### src/hw/rtl/hee_pkg.sv
// ----------------------------------------------------------------------------
// hee_pkg: shared types, constants and lookups for the HTML entity escaper
// Holds the escape strings and the per-byte length and character lookups.
// ----------------------------------------------------------------------------
`timescale 1ns / 1ps

package hee_pkg;

    localparam int BYTE_W = 8;
    localparam int MAX_SEQ = 8;
    localparam int IDX_W = $clog2(MAX_SEQ);
    localparam int LEN_W = $clog2(MAX_SEQ + 1);

    typedef logic [BYTE_W-1:0] byte_t;
    typedef logic [IDX_W-1:0] idx_t;
    typedef logic [LEN_W-1:0] len_t;
    typedef logic [MAX_SEQ*BYTE_W-1:0] seq_t;

    // special input characters
    localparam byte_t CHAR_CR = 8'h0D;
    localparam byte_t CHAR_LF = 8'h0A;
    localparam byte_t CHAR_TAB = 8'h09;
    localparam byte_t CHAR_SPACE = 8'h20;
    localparam byte_t CHAR_EXCL = 8'h21;
    localparam byte_t CHAR_QUOT = 8'h22;
    localparam byte_t CHAR_NUM = 8'h23;
    localparam byte_t CHAR_AMP = 8'h26;
    localparam byte_t CHAR_APOS = 8'h27;
    localparam byte_t CHAR_DASH = 8'h2D;
    localparam byte_t CHAR_SEMI = 8'h3B;
    localparam byte_t CHAR_LT = 8'h3C;
    localparam byte_t CHAR_EQUALS = 8'h3D;
    localparam byte_t CHAR_GT = 8'h3E;
    localparam byte_t CHAR_TILDE = 8'h7E;

    // escape strings, right-justified (last character in the low byte)
    localparam seq_t SEQ_BR = seq_t'("<br>");
    localparam seq_t SEQ_AMP = seq_t'("&amp;");
    localparam seq_t SEQ_SEMI = seq_t'("&semi;");
    localparam seq_t SEQ_LT = seq_t'("&lt;");
    localparam seq_t SEQ_GT = seq_t'("&gt;");
    localparam seq_t SEQ_TAB = seq_t'("&tab;");
    localparam seq_t SEQ_EXCL = seq_t'("&excl;");
    localparam seq_t SEQ_QUOT = seq_t'("&quot;");
    localparam seq_t SEQ_NUM = seq_t'("&num;");
    localparam seq_t SEQ_APOS = seq_t'("&apos;");
    localparam seq_t SEQ_EQUALS = seq_t'("&equals;");
    localparam seq_t SEQ_DASH = seq_t'("&dash;");
    localparam seq_t SEQ_TILDE = seq_t'("&tilde;");
    localparam seq_t SEQ_NBSP = seq_t'("&nbsp;");

    // number of output bytes for one input byte (plain bytes give one)
    function automatic len_t esc_len(input byte_t b);
        len_t n;
        case (b)
            CHAR_LF, CHAR_LT, CHAR_GT: n = len_t'(4);
            CHAR_AMP, CHAR_TAB, CHAR_NUM: n = len_t'(5);
            CHAR_SEMI, CHAR_EXCL, CHAR_QUOT, CHAR_APOS, CHAR_DASH, CHAR_SPACE:
                n = len_t'(6);
            CHAR_TILDE: n = len_t'(7);
            CHAR_EQUALS: n = len_t'(8);
            default: n = len_t'(1);
        endcase
        return n;
    endfunction

    // escape string for one input byte (plain bytes map to themselves)
    function automatic seq_t esc_seq(input byte_t b);
        seq_t s;
        case (b)
            CHAR_LF: s = SEQ_BR;
            CHAR_AMP: s = SEQ_AMP;
            CHAR_SEMI: s = SEQ_SEMI;
            CHAR_LT: s = SEQ_LT;
            CHAR_GT: s = SEQ_GT;
            CHAR_TAB: s = SEQ_TAB;
            CHAR_EXCL: s = SEQ_EXCL;
            CHAR_QUOT: s = SEQ_QUOT;
            CHAR_NUM: s = SEQ_NUM;
            CHAR_APOS: s = SEQ_APOS;
            CHAR_EQUALS: s = SEQ_EQUALS;
            CHAR_DASH: s = SEQ_DASH;
            CHAR_TILDE: s = SEQ_TILDE;
            CHAR_SPACE: s = SEQ_NBSP;
            default: s = seq_t'(b);
        endcase
        return s;
    endfunction

    // character k of the output run for input byte b
    function automatic byte_t esc_char(input byte_t b, input idx_t k);
        seq_t s;
        len_t n;
        idx_t sel;
        s = esc_seq(b);
        n = esc_len(b);
        sel = idx_t'(n - len_t'(1) - len_t'(k));
        return s[sel*BYTE_W +: BYTE_W];
    endfunction

endpackage

### src/hw/rtl/html_entity_escaper_unit.sv
// ----------------------------------------------------------------------------
// html_entity_escaper_unit: byte stream to HTML-safe text
// Registers one input byte, walks its escape string and emits one byte per beat.
// ----------------------------------------------------------------------------
// Each input beat yields one output beat for a plain byte, four to eight for
// a byte that becomes a named entity or <br>, and none for a carriage return.
// Output runs one byte per cycle while m_ready is high; a plain byte lets the
// input keep streaming, while an entity holds the input register, and so the
// input, until its last byte is loaded. m_run_last marks the final byte of
// each run. The output register lets the next input be taken while a result
// still waits. No configuration and no state beyond the current byte.
`timescale 1ns / 1ps

module html_entity_escaper_unit (
    input  logic                 aclk,
    input  logic                 aresetn,
    input  logic                 s_valid,
    output logic                 s_ready,
    input  hee_pkg::byte_t       s_text_byte,
    output logic                 m_valid,
    input  logic                 m_ready,
    output hee_pkg::byte_t       m_out_byte,
    output logic                 m_run_last
);
    import hee_pkg::*;

    logic  hold_valid_reg, hold_valid_next;
    byte_t hold_byte_reg;
    idx_t  idx_reg, idx_next;
    logic  m_valid_reg, m_valid_next;
    byte_t m_out_byte_reg;
    logic  m_run_last_reg;

    logic  out_load;
    logic  is_last;
    logic  hold_done;
    logic  s_take;

    // run position and handshake decisions
    assign out_load  = !m_valid_reg || m_ready;
    assign is_last   = (len_t'(idx_reg) + len_t'(1)) == esc_len(hold_byte_reg);
    assign hold_done = hold_valid_reg && out_load && is_last;
    assign s_ready   = !hold_valid_reg || hold_done;
    assign s_take    = s_valid && s_ready;

    // input holding register control
    always_comb begin
        hold_valid_next = hold_valid_reg;
        idx_next = idx_reg;
        if (hold_valid_reg && out_load) begin
            idx_next = idx_reg + idx_t'(1);
        end
        if (hold_done) begin
            hold_valid_next = 1'b0;
        end
        if (s_take) begin
            // carriage return is dropped at the door
            hold_valid_next = (s_text_byte != CHAR_CR);
            idx_next = '0;
        end
    end

    // output register control
    always_comb begin
        m_valid_next = m_valid_reg;
        if (out_load) begin
            m_valid_next = hold_valid_reg;
        end
    end

    always_ff @(posedge aclk) begin
        if (!aresetn) begin
            hold_valid_reg <= 1'b0;
            idx_reg <= '0;
            m_valid_reg <= 1'b0;
        end else begin
            hold_valid_reg <= hold_valid_next;
            idx_reg <= idx_next;
            m_valid_reg <= m_valid_next;
        end
    end

    // payload registers
    always_ff @(posedge aclk) begin
        if (s_take) begin
            hold_byte_reg <= s_text_byte;
        end
        if (out_load && hold_valid_reg) begin
            m_out_byte_reg <= esc_char(hold_byte_reg, idx_reg);
            m_run_last_reg <= is_last;
        end
    end

    assign m_valid    = m_valid_reg;
    assign m_out_byte = m_out_byte_reg;
    assign m_run_last = m_run_last_reg;

endmodule

### config.mk
export PLATFORM = sky130hd
export DESIGN_NAME = html_entity_escaper_unit
export DESIGN_NICKNAME = d
export VERILOG_FILES = /design/src/hw/rtl/hee_pkg.sv /design/src/hw/rtl/html_entity_escaper_unit.sv
export SDC_FILE = /design/constraint.sdc
export NUM_CORES = 1
export LEC_CHECK = 0
export BUFFER_PORTS_ARGS = -buffer_cell sky130_fd_sc_hd__buf_4
export CAP_MARGIN = 30
export CORE_UTILIZATION = 30
export DETAILED_ROUTE_END_ITERATION = 10
export GPL_ROUTABILITY_DRIVEN = 0
export PLACE_DENSITY = 0.46
export SLEW_MARGIN = 20
export SYNTH_ARGS = -nofsm -noshare
export SYNTH_HDL_FRONTEND = slang
export SYNTH_SLANG_ARGS = --single-unit
### constraint.sdc
create_clock -name aclk -period 6.99 [get_ports aclk]
set_clock_uncertainty 0.05 [all_clocks]
set_input_delay 1.398 -clock aclk [delete_from_list [all_inputs] [get_ports aclk]]
set_output_delay 1.398 -clock aclk [all_outputs]
set_load 0.02 [all_outputs]
==> summary.txt, run 1 <==
Layout
  • Number of fill cells in the layout: 670
  • Multi-input logic area: 0.001306 mm2
  • Layout Utilization: 35.28%
  • Synthesis-to-layout area growth: 11.04%
  • Register area: 610.6 um2
  • Commonest non-fill, non-tap cell in the layout: nand2_1
  • Most frequent cells in the layout: nand2_1 (26), buf_4 (22), a21oi_1 (20)
  • Final instance area: 0.002278 mm2
  • ANT cells: 0
  • Share of post-route cells with drive strength above 1: 19.60%
  • Nets@finish: 266
  • Post-route insts no fill: 327

Global route
  • Total Routing Usage GR: 16.30%
  • Largest net degree at the start of global routing: 23
  • First-pass GRT wire length: 9121 um
  • Antenna violations before repair: 0
  • Grt total ovfl: 0
  • Vias in the first global route: 1813

Floorplan
  • Core box area: 0.006459 mm2
  • Starting Density: 31.77%
  • Die X: 84.71 um
  • Die height: 84.71 um
  • Die area: 0.007175 mm2
  • Core Rows: 29
  • # IOs: 23

Timing
  • Slew @ Worst Pin: 789.2 ps
  • Min setup slack post-route: 1768 ps
  • Slew HR: 46.03%
  • Fin. Hold Viols: 0
  • RSZ-0062 raised after global routing: false
  • Final Cycle Share: 74.71%
  • Post-layout min period: 5222 ps
  • Final setup vio count: 0
  • Setup TNS: 0 ps
  • F_max: 191.5 MHz
  • Pins over their slew limit: 0

Setup path
  • Crit path DAT: 3770 ps
  • Setup CP Type: flop to output pin
  • Crit path max-delay cell type: edfxtp_1
  • Worst Path Max Fanout: 22
  • Sequence of cells on the critical path: or3b_1 > a211oi_2 > nor2_2 > nand4_2 > nand3_1 > ha_1 > inv_1 > nand2_1 > o31ai_4 > buf_4
  • Worst endpoint required time: 5540 ps
  • Crit end category: output pin
  • Worst path max stage delay: 830 ps
  • Crit start category: flop

CTS
  • Post-CTS Hold Buffers: 0
  • Clock buffer depth: 2
  • Setup Fix Bufs, Post-CTS: 0
  • H-tree lvl count: 1
  • CTS tree: yes
  • CTS Sinks: 22
  • Num CTS Buffers: 3
  • Worst skew pair latency: 270 ps
  • Root Driver: clkbuf_8
  • Clk pin slew, worst setup/hold paths: 80 ps
  • Cts repair resizes: 0

Logic synthesis
  • Register bit total from synthesis: 22
  • Sequential share of the synthesized area: 29.76%
  • Post-synth EDFFs: 17
  • Warnings, synthesis: 0
  • Syn avg cell area: 8.444 um2
  • Synthesized Nets: 258
  • Cell count after synthesis: 243
  • Yosys cell types: 68
  • Synthesized area: 0.002052 mm2
  • Post-synth ARST share: 0%
  • Most used DFF post-synth: edfxtp_1

Drt
  • DR WL met2: 2403 um
  • First-pass DRT Iterations: 8
  • Top layer in use: met4
  • M1 WL: 2469 um
  • Residual DRC: 0
  • Vias/cell: 6.018
  • Met3 wire length: 456 um
  • Via count: 1968
  • Final WL: 5629 um
  • WL/cell: 17.21 um
  • Initial DRC count: 379
  • Detail Route Antenna Nets: 0

Placement
  • Placed Instances: 323
  • Placed cell area: 0.002212 mm2
  • Detail Placement HPWL: 4217 um
  • Placement Setup Slack: 2153 ps
  • # port buffers: 22

Power
  • P_leak: 0.8287 nW
  • Max IR drop VDD: 0.07831 mV
  • PD cells: 173.3 mW/mm2

Run
  • MaxCap Viol Count: 0

Status
  • Outcome: completed

Hold path
  • Hold/Removal Path Class: flop to flop
[critical path, delay by kind of cell, from the launching register on]
family,cells,cell delay [ps]
AO/OA/AOI/OAI,2,630
adder cells (fa/ha/maj),1,530
buffers and inverters,2,480
flip-flops,1,830
AND/OR/NAND/NOR,5,1030
[synthesized netlist by cell type, types with 3 or more instances]
cell / instances / area share, %
o211ai_1: 4 / 1.5
xor2_1: 4 / 1.7
dfxtp_1: 5 / 4.9
o31ai_1: 4 / 1.5
xnor2_1: 3 / 1.3
and2_1: 3 / 0.91
nand3_1: 7 / 1.7
o21ai_0: 12 / 2.9
nor3_1: 10 / 2.4
a21oi_1: 20 / 4.9
nand2_1: 26 / 4.8
nor2_2: 3 / 0.91
clkbuf_1: 8 / 1.5
o22ai_1: 3 / 0.91
nor2_1: 19 / 3.5
nor2b_1: 4 / 1.2
a31oi_1: 3 / 0.91
a21o_1: 4 / 1.5
inv_1: 9 / 1.6
and3_1: 3 / 0.91
edfxtp_1: 17 / 25
nand2b_1: 5 / 1.5
buf_2: 6 / 1.5
[final cells by class]
cell class | count | area share [%]
multi-input cells | 193 | 57.33
flip-flops and latches | 22 | 26.80
repair buffers | 22 | 7.249
well taps | 77 | 4.228
clock buffers | 4 | 2.910
inverters | 9 | 1.483
[cells by family (layout without fill, tap and decap cells)]
kind of cell | Yosys count | in the layout | share of synthesized area (%)
AND/OR/NAND/NOR | 101 | 101 | 28.60
AO/OA/AOI/OAI | 79 | 79 | 27.50
buffers and inverters | 28 | 35 | 6.585
flip-flops | 22 | 22 | 29.76
XOR/XNOR | 8 | 8 | 4.330
adder cells (fa/ha/maj) | 3 | 3 | 2.195
multiplexers | 2 | 2 | 1.037
[metal layers]
layer	up-vias	global-route usage [%]
li1	927	-
met1	889	21.99
met2	124	24.32
met3	28	3.343
met4	0	8.937
met5	-	0
[power breakdown]
part	switching, mW	internal [mW]	leakage [nW]
Combinational	0.0675	0.0460	0.591
Sequential	0.0169	0.155	0.203
Clock	0.0471	0.0623	0.0339
[final timing paths]
path	cells past startpoint	slack (ps)	end	startpoint
min reg2reg	2	490	hold_valid_reg	hold_valid_reg
max	10	1770	s_ready	hold_byte_reg[0]
min	2	490	hold_valid_reg	hold_valid_reg
max reg2reg	10	2350	m_out_byte[3]	hold_byte_reg[0]
[metrics by stage]
| step | power, mW | hold WS (ps) |
|---|---|---|
| after floorplan | 0.2555 | 485.5 |
| after global placement | 0.2901 | 480.1 |
| after detailed placement | 0.2865 | 472.5 |
| after CTS | 0.3957 | 489.9 |
| after global routing | 0.4158 | 540.6 |
| final | 0.3949 | 488.2 |
Note: power is estimated with default switching activity, not from simulation.
==> run 2, diff against run 1 <==
--- a/config.mk
+++ b/config.mk
@@ -10,7 +10,7 @@
 export CORE_UTILIZATION = 30
 export DETAILED_ROUTE_END_ITERATION = 10
 export GPL_ROUTABILITY_DRIVEN = 0
-export PLACE_DENSITY = 0.46
+export PLACE_DENSITY = 0.48
 export SLEW_MARGIN = 20
 export SYNTH_ARGS = -nofsm -noshare
 export SYNTH_HDL_FRONTEND = slang
==> constraint.sdc (replaced) <==
create_clock -name aclk -period 4.8 [get_ports aclk]
set_clock_uncertainty 0.05 [all_clocks]
set_input_delay 0.96 -clock aclk [delete_from_list [all_inputs] [get_ports aclk]]
set_output_delay 0.96 -clock aclk [all_outputs]
set_load 0.02 [all_outputs]
==> run 2 against run 1 <==
Flip-flop and latch count did not move. Global-route usage increased by 0.33 points. Non-clock buffer count is 11 higher. First-iteration DRC count is 2.9% lower. Count of clock-buffer cells in the layout is the same. Sequential share of layout area decreased by 0.94 points. Utilization rose by 1.3 points. Total power up 47%. Worst hold slack improved by 6.2 ps.
==> summary.txt, run 2 (synthesized netlist as in run 1, its figures left out) <==
Layout
  • Final instance area: 0.002361 mm2 (was 0.002278 mm2)
  • ANT cells: 0 (unchanged)
  • Commonest non-fill, non-tap cell in the layout: buf_4 (was nand2_1)
  • Most frequent cells in the layout: buf_4 (33), nand2_1 (26), a21oi_1 (20) (was nand2_1 (26), buf_4 (22), a21oi_1 (20))
  • Share of post-route cells with drive strength above 1: 22.99% (was 19.60%)
  • Nets@finish: 277 (was 266)
  • Synthesis-to-layout area growth: 15.06% (was 11.04%)

Power
  • P_leak: 0.8840 nW (was 0.8287 nW)
  • Max IR drop VDD: 0.1176 mV (was 0.07831 mV)
  • Int Pwr: 389.9 uW (was 263.4 uW)
  • Clock share of power: 26.9% (was 27.7%)
  • Sw Pwr: 189.7 uW (was 131.6 uW)
  • Comb pwr share: 30.8% (was 28.7%)
  • PD cells: 245.5 mW/mm2 (was 173.3 mW/mm2)
  • Sequential power share: 42.3% (was 43.6%)
  • Sw Share: 32.74% (was 33.31%)

Timing
  • F_max: 223.4 MHz
  • Slew @ Worst Pin: 796.2 ps (was 789.2 ps)
  • Pins over their slew limit: 0 (unchanged)
  • Post-layout min period: 4476 ps
  • Final setup vio count: 0 (unchanged)
  • Setup TNS: 0 ps (unchanged)
  • Final Cycle Share: 93.25%
  • Fin. Hold Viols: 0 (unchanged)
  • RSZ-0062 raised after global routing: false (unchanged)
  • Worst hold slack: 494.4 ps (was 488.2 ps)
  • Slew HR: 45.55% (was 46.03%)

CTS
  • Worst skew pair latency: 270 ps (about the same)
  • Setup Fix Bufs, Post-CTS: 0 (unchanged)
  • H-tree lvl count: 1 (unchanged)
  • Clk pin slew, worst setup/hold paths: 90 ps (was 80 ps)
  • CTS tree: yes (unchanged)
  • Cts repair resizes: 0 (unchanged)
  • Root Driver: clkbuf_8 (unchanged)
  • Num CTS Buffers: 3 (unchanged)
  • Post-CTS Hold Buffers: 0 (unchanged)
  • Clock buffer depth: 2 (unchanged)
  • CTS Sinks: 22 (unchanged)

Floorplan
  • Core Rows: 29 (unchanged)
  • Die area: 0.007175 mm2 (unchanged)
  • Die height: 84.71 um (unchanged)
  • Starting Density: 31.77% (unchanged)
  • Core box area: 0.006459 mm2 (unchanged)
  • Die X: 84.71 um (unchanged)
  • # IOs: 23 (unchanged)

Drt
  • Via count: 1972 (was 1968)
  • WL/cell: 16.95 um (was 17.21 um)
  • Initial DRC count: 368 (was 379)
  • First-pass DRT Iterations: 6 (was 8)
  • Final WL: 5730 um (was 5629 um)
  • Residual DRC: 0 (unchanged)
  • Vias/cell: 5.834 (was 6.018)
  • Detail Route Antenna Nets: 0 (unchanged)

Placement
  • Placed cell area: 0.002295 mm2 (was 0.002212 mm2)
  • Detail Placement HPWL: 4344 um (was 4217 um)
  • # port buffers: 22 (unchanged)

Setup path
  • Crit end category: output pin (unchanged)
  • Setup CP Type: flop to output pin (unchanged)
  • Crit start category: flop (unchanged)
  • Worst endpoint required time: 3790 ps (was 5540 ps)
  • Worst Path Max Fanout: 16 (was 22)
  • Crit path DAT: 3470 ps (was 3770 ps)
  • Worst R2R Path Depth: 11 (was 10)

Hold path
  • Hold/Removal Path Class: flop to flop (unchanged)
  • Hold path cells: 2 (unchanged)

Global route
  • Total Routing Usage GR: 16.63% (was 16.30%)
  • First-pass GRT wire length: 9425 um (was 9121 um)
  • Largest net degree at the start of global routing: 18 (was 23)
  • Vias in the first global route: 1889 (was 1813)
  • Antenna violations before repair: 0 (unchanged)
  • Grt total ovfl: 0 (unchanged)

Status
  • Outcome: completed (unchanged)

Run
  • MaxCap Viol Count: 0 (unchanged)
run 2: changes by cell type in the layout (fill, tap and decap cells not counted):
cell,previous run,this run
buf_4,22,33
run 2: stage by stage:
step                setup slack [ps]  util [%]  power, mW  cells
finish                         324.0     36.56     0.5796    338
global route                   112.4     36.56     0.6099    338
CTS                            351.0     36.56     0.5815    338
detailed placement             634.2     35.53     0.4246    334
global placement               542.3     35.53     0.4275    334
floorplan                       1027         -     0.3721    243
run 2: final timing paths:
kind	start	end	slack, ps
max	hold_byte_reg[3]	s_ready	320
min	hold_valid_reg	hold_valid_reg	490
max reg2reg	hold_byte_reg[3]	m_out_byte[0]	540
min reg2reg	hold_valid_reg	hold_valid_reg	490
run 2: critical path, stage by stage, from the launching register on:
cell and delay (ps):
edfxtp_1 740, or4b_4 570, nor3_4 350, nor2_2 120
nand4_2 200, nand3_1 110, ha_1 310, inv_1 200
nand2_1 180, o31ai_4 240, buf_4 190
run 2: cell type report:
type / count / area, um2
tap: 77 / 96.34
timing repair buffer: 33 / 247.7
fill: 686 / 4098
sequential: 22 / 610.6
multi-input combinational: 193 / 1306
inverter: 9 / 33.78
clock buffer: 4 / 66.31
run 2: routing by layer:
layer / global-route usage, % / vias up / routed length (um)
li1: - / 952 / -
met1: 21.64 / 883 / 2427
met5: 0 / - / 0
met3: 3.147 / 29 / 401
met2: 26.02 / 108 / 2597
met4: 9.091 / 0 / 303
run 2: power by group through the flow:
| stage | combinational [mW] | sequential (mW) | clock [mW] |
|---|---|---|---|
| after floorplan | 0.127 | 0.245 | 0 |
| after global placement | 0.179 | 0.249 | 0 |
| after detailed placement | 0.176 | 0.249 | 0 |
| after CTS | 0.176 | 0.245 | 0.161 |
| after global routing | 0.194 | 0.247 | 0.169 |
| final | 0.179 | 0.245 | 0.156 |
==> run 3, diff against run 2 <==
--- a/config.mk
+++ b/config.mk
@@ -5,12 +5,14 @@
 export SDC_FILE = /design/constraint.sdc
 export NUM_CORES = 1
 export LEC_CHECK = 0
-export BUFFER_PORTS_ARGS = -buffer_cell sky130_fd_sc_hd__buf_4
 export CAP_MARGIN = 30
+export CORE_MARGIN = 8
 export CORE_UTILIZATION = 30
 export DETAILED_ROUTE_END_ITERATION = 10
+export DONT_BUFFER_PORTS = 1
 export GPL_ROUTABILITY_DRIVEN = 0
-export PLACE_DENSITY = 0.48
+export PLACE_DENSITY = 0.45
+export SETUP_SLACK_MARGIN = 0.15
 export SLEW_MARGIN = 20
 export SYNTH_ARGS = -nofsm -noshare
 export SYNTH_HDL_FRONTEND = slang
==> run 3 against run 2 <==
Die area up 36%. Final cell count fell by 5.6%. Count of clock-buffer cells in the layout unchanged. Routed wire length down 0.73%. Worst setup slack improved by 150 ps. Critical endpoint unchanged.
==> summary.txt, run 3 (synthesized netlist as in run 1, its figures left out) <==
Drt
  • Via count: 1960 (was 1972)
  • Residual DRC: 0 (unchanged)
  • Final WL: 5688 um (was 5730 um)
  • Initial DRC count: 281 (was 368)
  • First-pass DRT Iterations: 5 (was 6)
  • WL/cell: 17.83 um (was 16.95 um)
  • Vias/cell: 6.144 (was 5.834)
  • Detail Route Antenna Nets: 0 (unchanged)

Hold path
  • Hold Path End: m_valid (was hold_valid_reg)
  • Hold_sp: hold_valid_reg (unchanged)
  • Hold path cells: 1 (was 2)
  • Hold/Removal Path Class: flop to flop (unchanged)

Placement
  • # port buffers: 0 (was 22)
  • Detail Placement HPWL: 4431 um (was 4344 um)
  • Placed cell area: 0.002133 mm2 (was 0.002295 mm2)

Setup path
  • R2r startpoint: hold_byte_reg[1] (was hold_byte_reg[3])
  • Critical path's top delay family: simple AND/OR/NAND/NOR gates (unchanged)
  • Worst Path Max Fanout: 17 (was 16)
  • FF-to-FF End: m_out_byte[0] (unchanged)
  • Crit end category: output pin (unchanged)
  • Sequence of cells on the critical path: or3b_1 > a211oi_2 > nor2_2 > nand4_2 > nand3_1 > ha_1 > inv_1 > nand2_1 > o31ai_4 (was or4b_4 > nor3_4 > nor2_2 > nand4_2 > nand3_1 > ha_1 > inv_1 > nand2_1 > o31ai_4 > buf_4)
  • Worst endpoint required time: 3790 ps (about the same)
  • Worst path max stage delay: 630 ps (was 740 ps)
  • Crit path buf inv count: 1 (was 2)
  • Worst R2R Path Depth: 11 (unchanged)
  • Worst reg2reg setup slack: 550 ps (was 540 ps)
  • Crit path DAT: 3320 ps (was 3470 ps)
  • Setup CP Type: flop to output pin (unchanged)
  • Crit start category: flop (unchanged)
  • CP Depth: 9 (was 10)
  • Crit path max-delay cell type: edfxtp_1 (unchanged)

Layout
  • Number of fill cells in the layout: 695 (was 686)
  • Commonest non-fill, non-tap cell in the layout: nand2_1 (was buf_4)
  • Synthesis-to-layout area growth: 7.195% (was 15.06%)
  • Share of post-route cells with drive strength above 1: 15.90% (was 22.99%)
  • Most frequent cells in the layout: nand2_1 (26), a21oi_1 (20), nor2_1 (19) (was buf_4 (33), nand2_1 (26), a21oi_1 (20))
  • ANT cells: 0 (unchanged)
  • Final instance area: 0.002200 mm2 (was 0.002361 mm2)
  • Nets@finish: 255 (was 277)
  • Register area: 610.6 um2 (unchanged)
  • Multi-input logic area: 0.001306 mm2 (unchanged)

Global route
  • First-pass GRT wire length: 9384 um (was 9425 um)
  • Largest net degree at the start of global routing: 20 (was 18)
  • GR peak layer: met2 (unchanged)
  • Total Routing Usage GR: 11.72% (was 16.63%)
  • Met1 usage: 14.46% (was 21.64%)
  • Met3 GRT Util: 3.101% (was 3.147%)
  • Vias in the first global route: 1828 (was 1889)
  • Grt total ovfl: 0 (unchanged)
  • Met2 usage: 18.26% (was 26.02%)
  • Antenna violations before repair: 0 (unchanged)

Timing
  • Worst hold slack: 534.3 ps (was 494.4 ps)
  • Setup TNS: 0 ps (unchanged)
  • Slew @ Worst Pin: 708.8 ps (was 796.2 ps)
  • F_max: 231.0 MHz (was 223.4 MHz)
  • Final Cycle Share: 90.19% (was 93.25%)
  • RSZ-0062 raised after global routing: false (unchanged)
  • Post-layout min period: 4329 ps (was 4476 ps)
  • Pins over their slew limit: 0 (unchanged)
  • Final setup vio count: 0 (unchanged)
  • Fin. Hold Viols: 0 (unchanged)
  • Slew HR: 51.52% (was 45.55%)

CTS
  • Cts repair resizes: 0 (unchanged)
  • CTS tree: yes (unchanged)
  • H-tree lvl count: 1 (unchanged)
  • Post-CTS Hold Buffers: 0 (unchanged)
  • Num CTS Buffers: 3 (unchanged)
  • Clk pin slew, worst setup/hold paths: 80 ps (was 90 ps)
  • Root Driver: clkbuf_8 (unchanged)
  • Worst skew pair latency: 260 ps (was 270 ps)
  • Clock buffer depth: 2 (unchanged)
  • Setup Fix Bufs, Post-CTS: 0 (unchanged)
  • CTS Sinks: 22 (unchanged)

Floorplan
  • Die height: 98.71 um (was 84.71 um)
  • Starting Density: 30.54% (was 31.77%)
  • Core Rows: 30 (was 29)
  • Die area: 0.009743 mm2 (was 0.007175 mm2)
  • Die X: 98.71 um (was 84.71 um)
  • Core box area: 0.006719 mm2 (was 0.006459 mm2)
  • # IOs: 23 (unchanged)

Power
  • P_leak: 0.7778 nW (was 0.8840 nW)
  • Max IR drop VDD: 0.1432 mV (was 0.1176 mV)
  • PD cells: 251.9 mW/mm2 (was 245.5 mW/mm2)

Run
  • MaxCap Viol Count: 0 (unchanged)

Status
  • Outcome: completed (unchanged)
[run 3: area by class of cell]
class                   count  area share [%]
multi-input cells         193           59.39
clock buffers               4           3.015
flip-flops and latches     22           27.76
inverters                   9           1.536
repair buffers             11           3.754
well taps                  80           4.551
[run 3: worst register-to-register path, delay by kind of cell (launching register included)]
family | cells | cell delay (ps)
adders and majority gates | 2 | 930
and+or+nand+nor | 5 | 1270
DFF | 1 | 630
AOI/OAI and AO/OA | 4 | 1180
[run 3: per-stage QoR]
step	power [mW]	utilization [%]	setup slack, ps	cells
floorplan	0.3721	-	1027	243
detailed placement	0.4054	31.75	660.0	315
CTS	0.5575	32.74	498.9	319
global placement	0.4097	31.75	625.7	315
finish	0.5540	32.74	471.1	319
global route	0.5834	32.74	221.5	319
[run 3: per-layer routing]
layer	routed length [um]	vias up
met3	472	26
met1	2446	904
met5	0	-
met2	2503	128
met4	266	0
li1	-	902
[run 3: power by group]
part | switching, mW | internal [mW]
clock network | 0.0604 | 0.0904
logic | 0.0913 | 0.0572
registers | 0.0282 | 0.227
[run 3: worst max path at each step]
stage	start	end	slack, ps
3_3_place_gp	hold_byte_reg[1]	m_out_byte[6]	630
5_1_grt	hold_byte_reg[1]	s_ready	220
3_5_place_dp	hold_byte_reg[7]	m_out_byte[0]	660
6_report	hold_byte_reg[1]	s_ready	470
4_1_cts	hold_byte_reg[7]	s_ready	500
2_1_floorplan	hold_byte_reg[7]	s_ready	1030
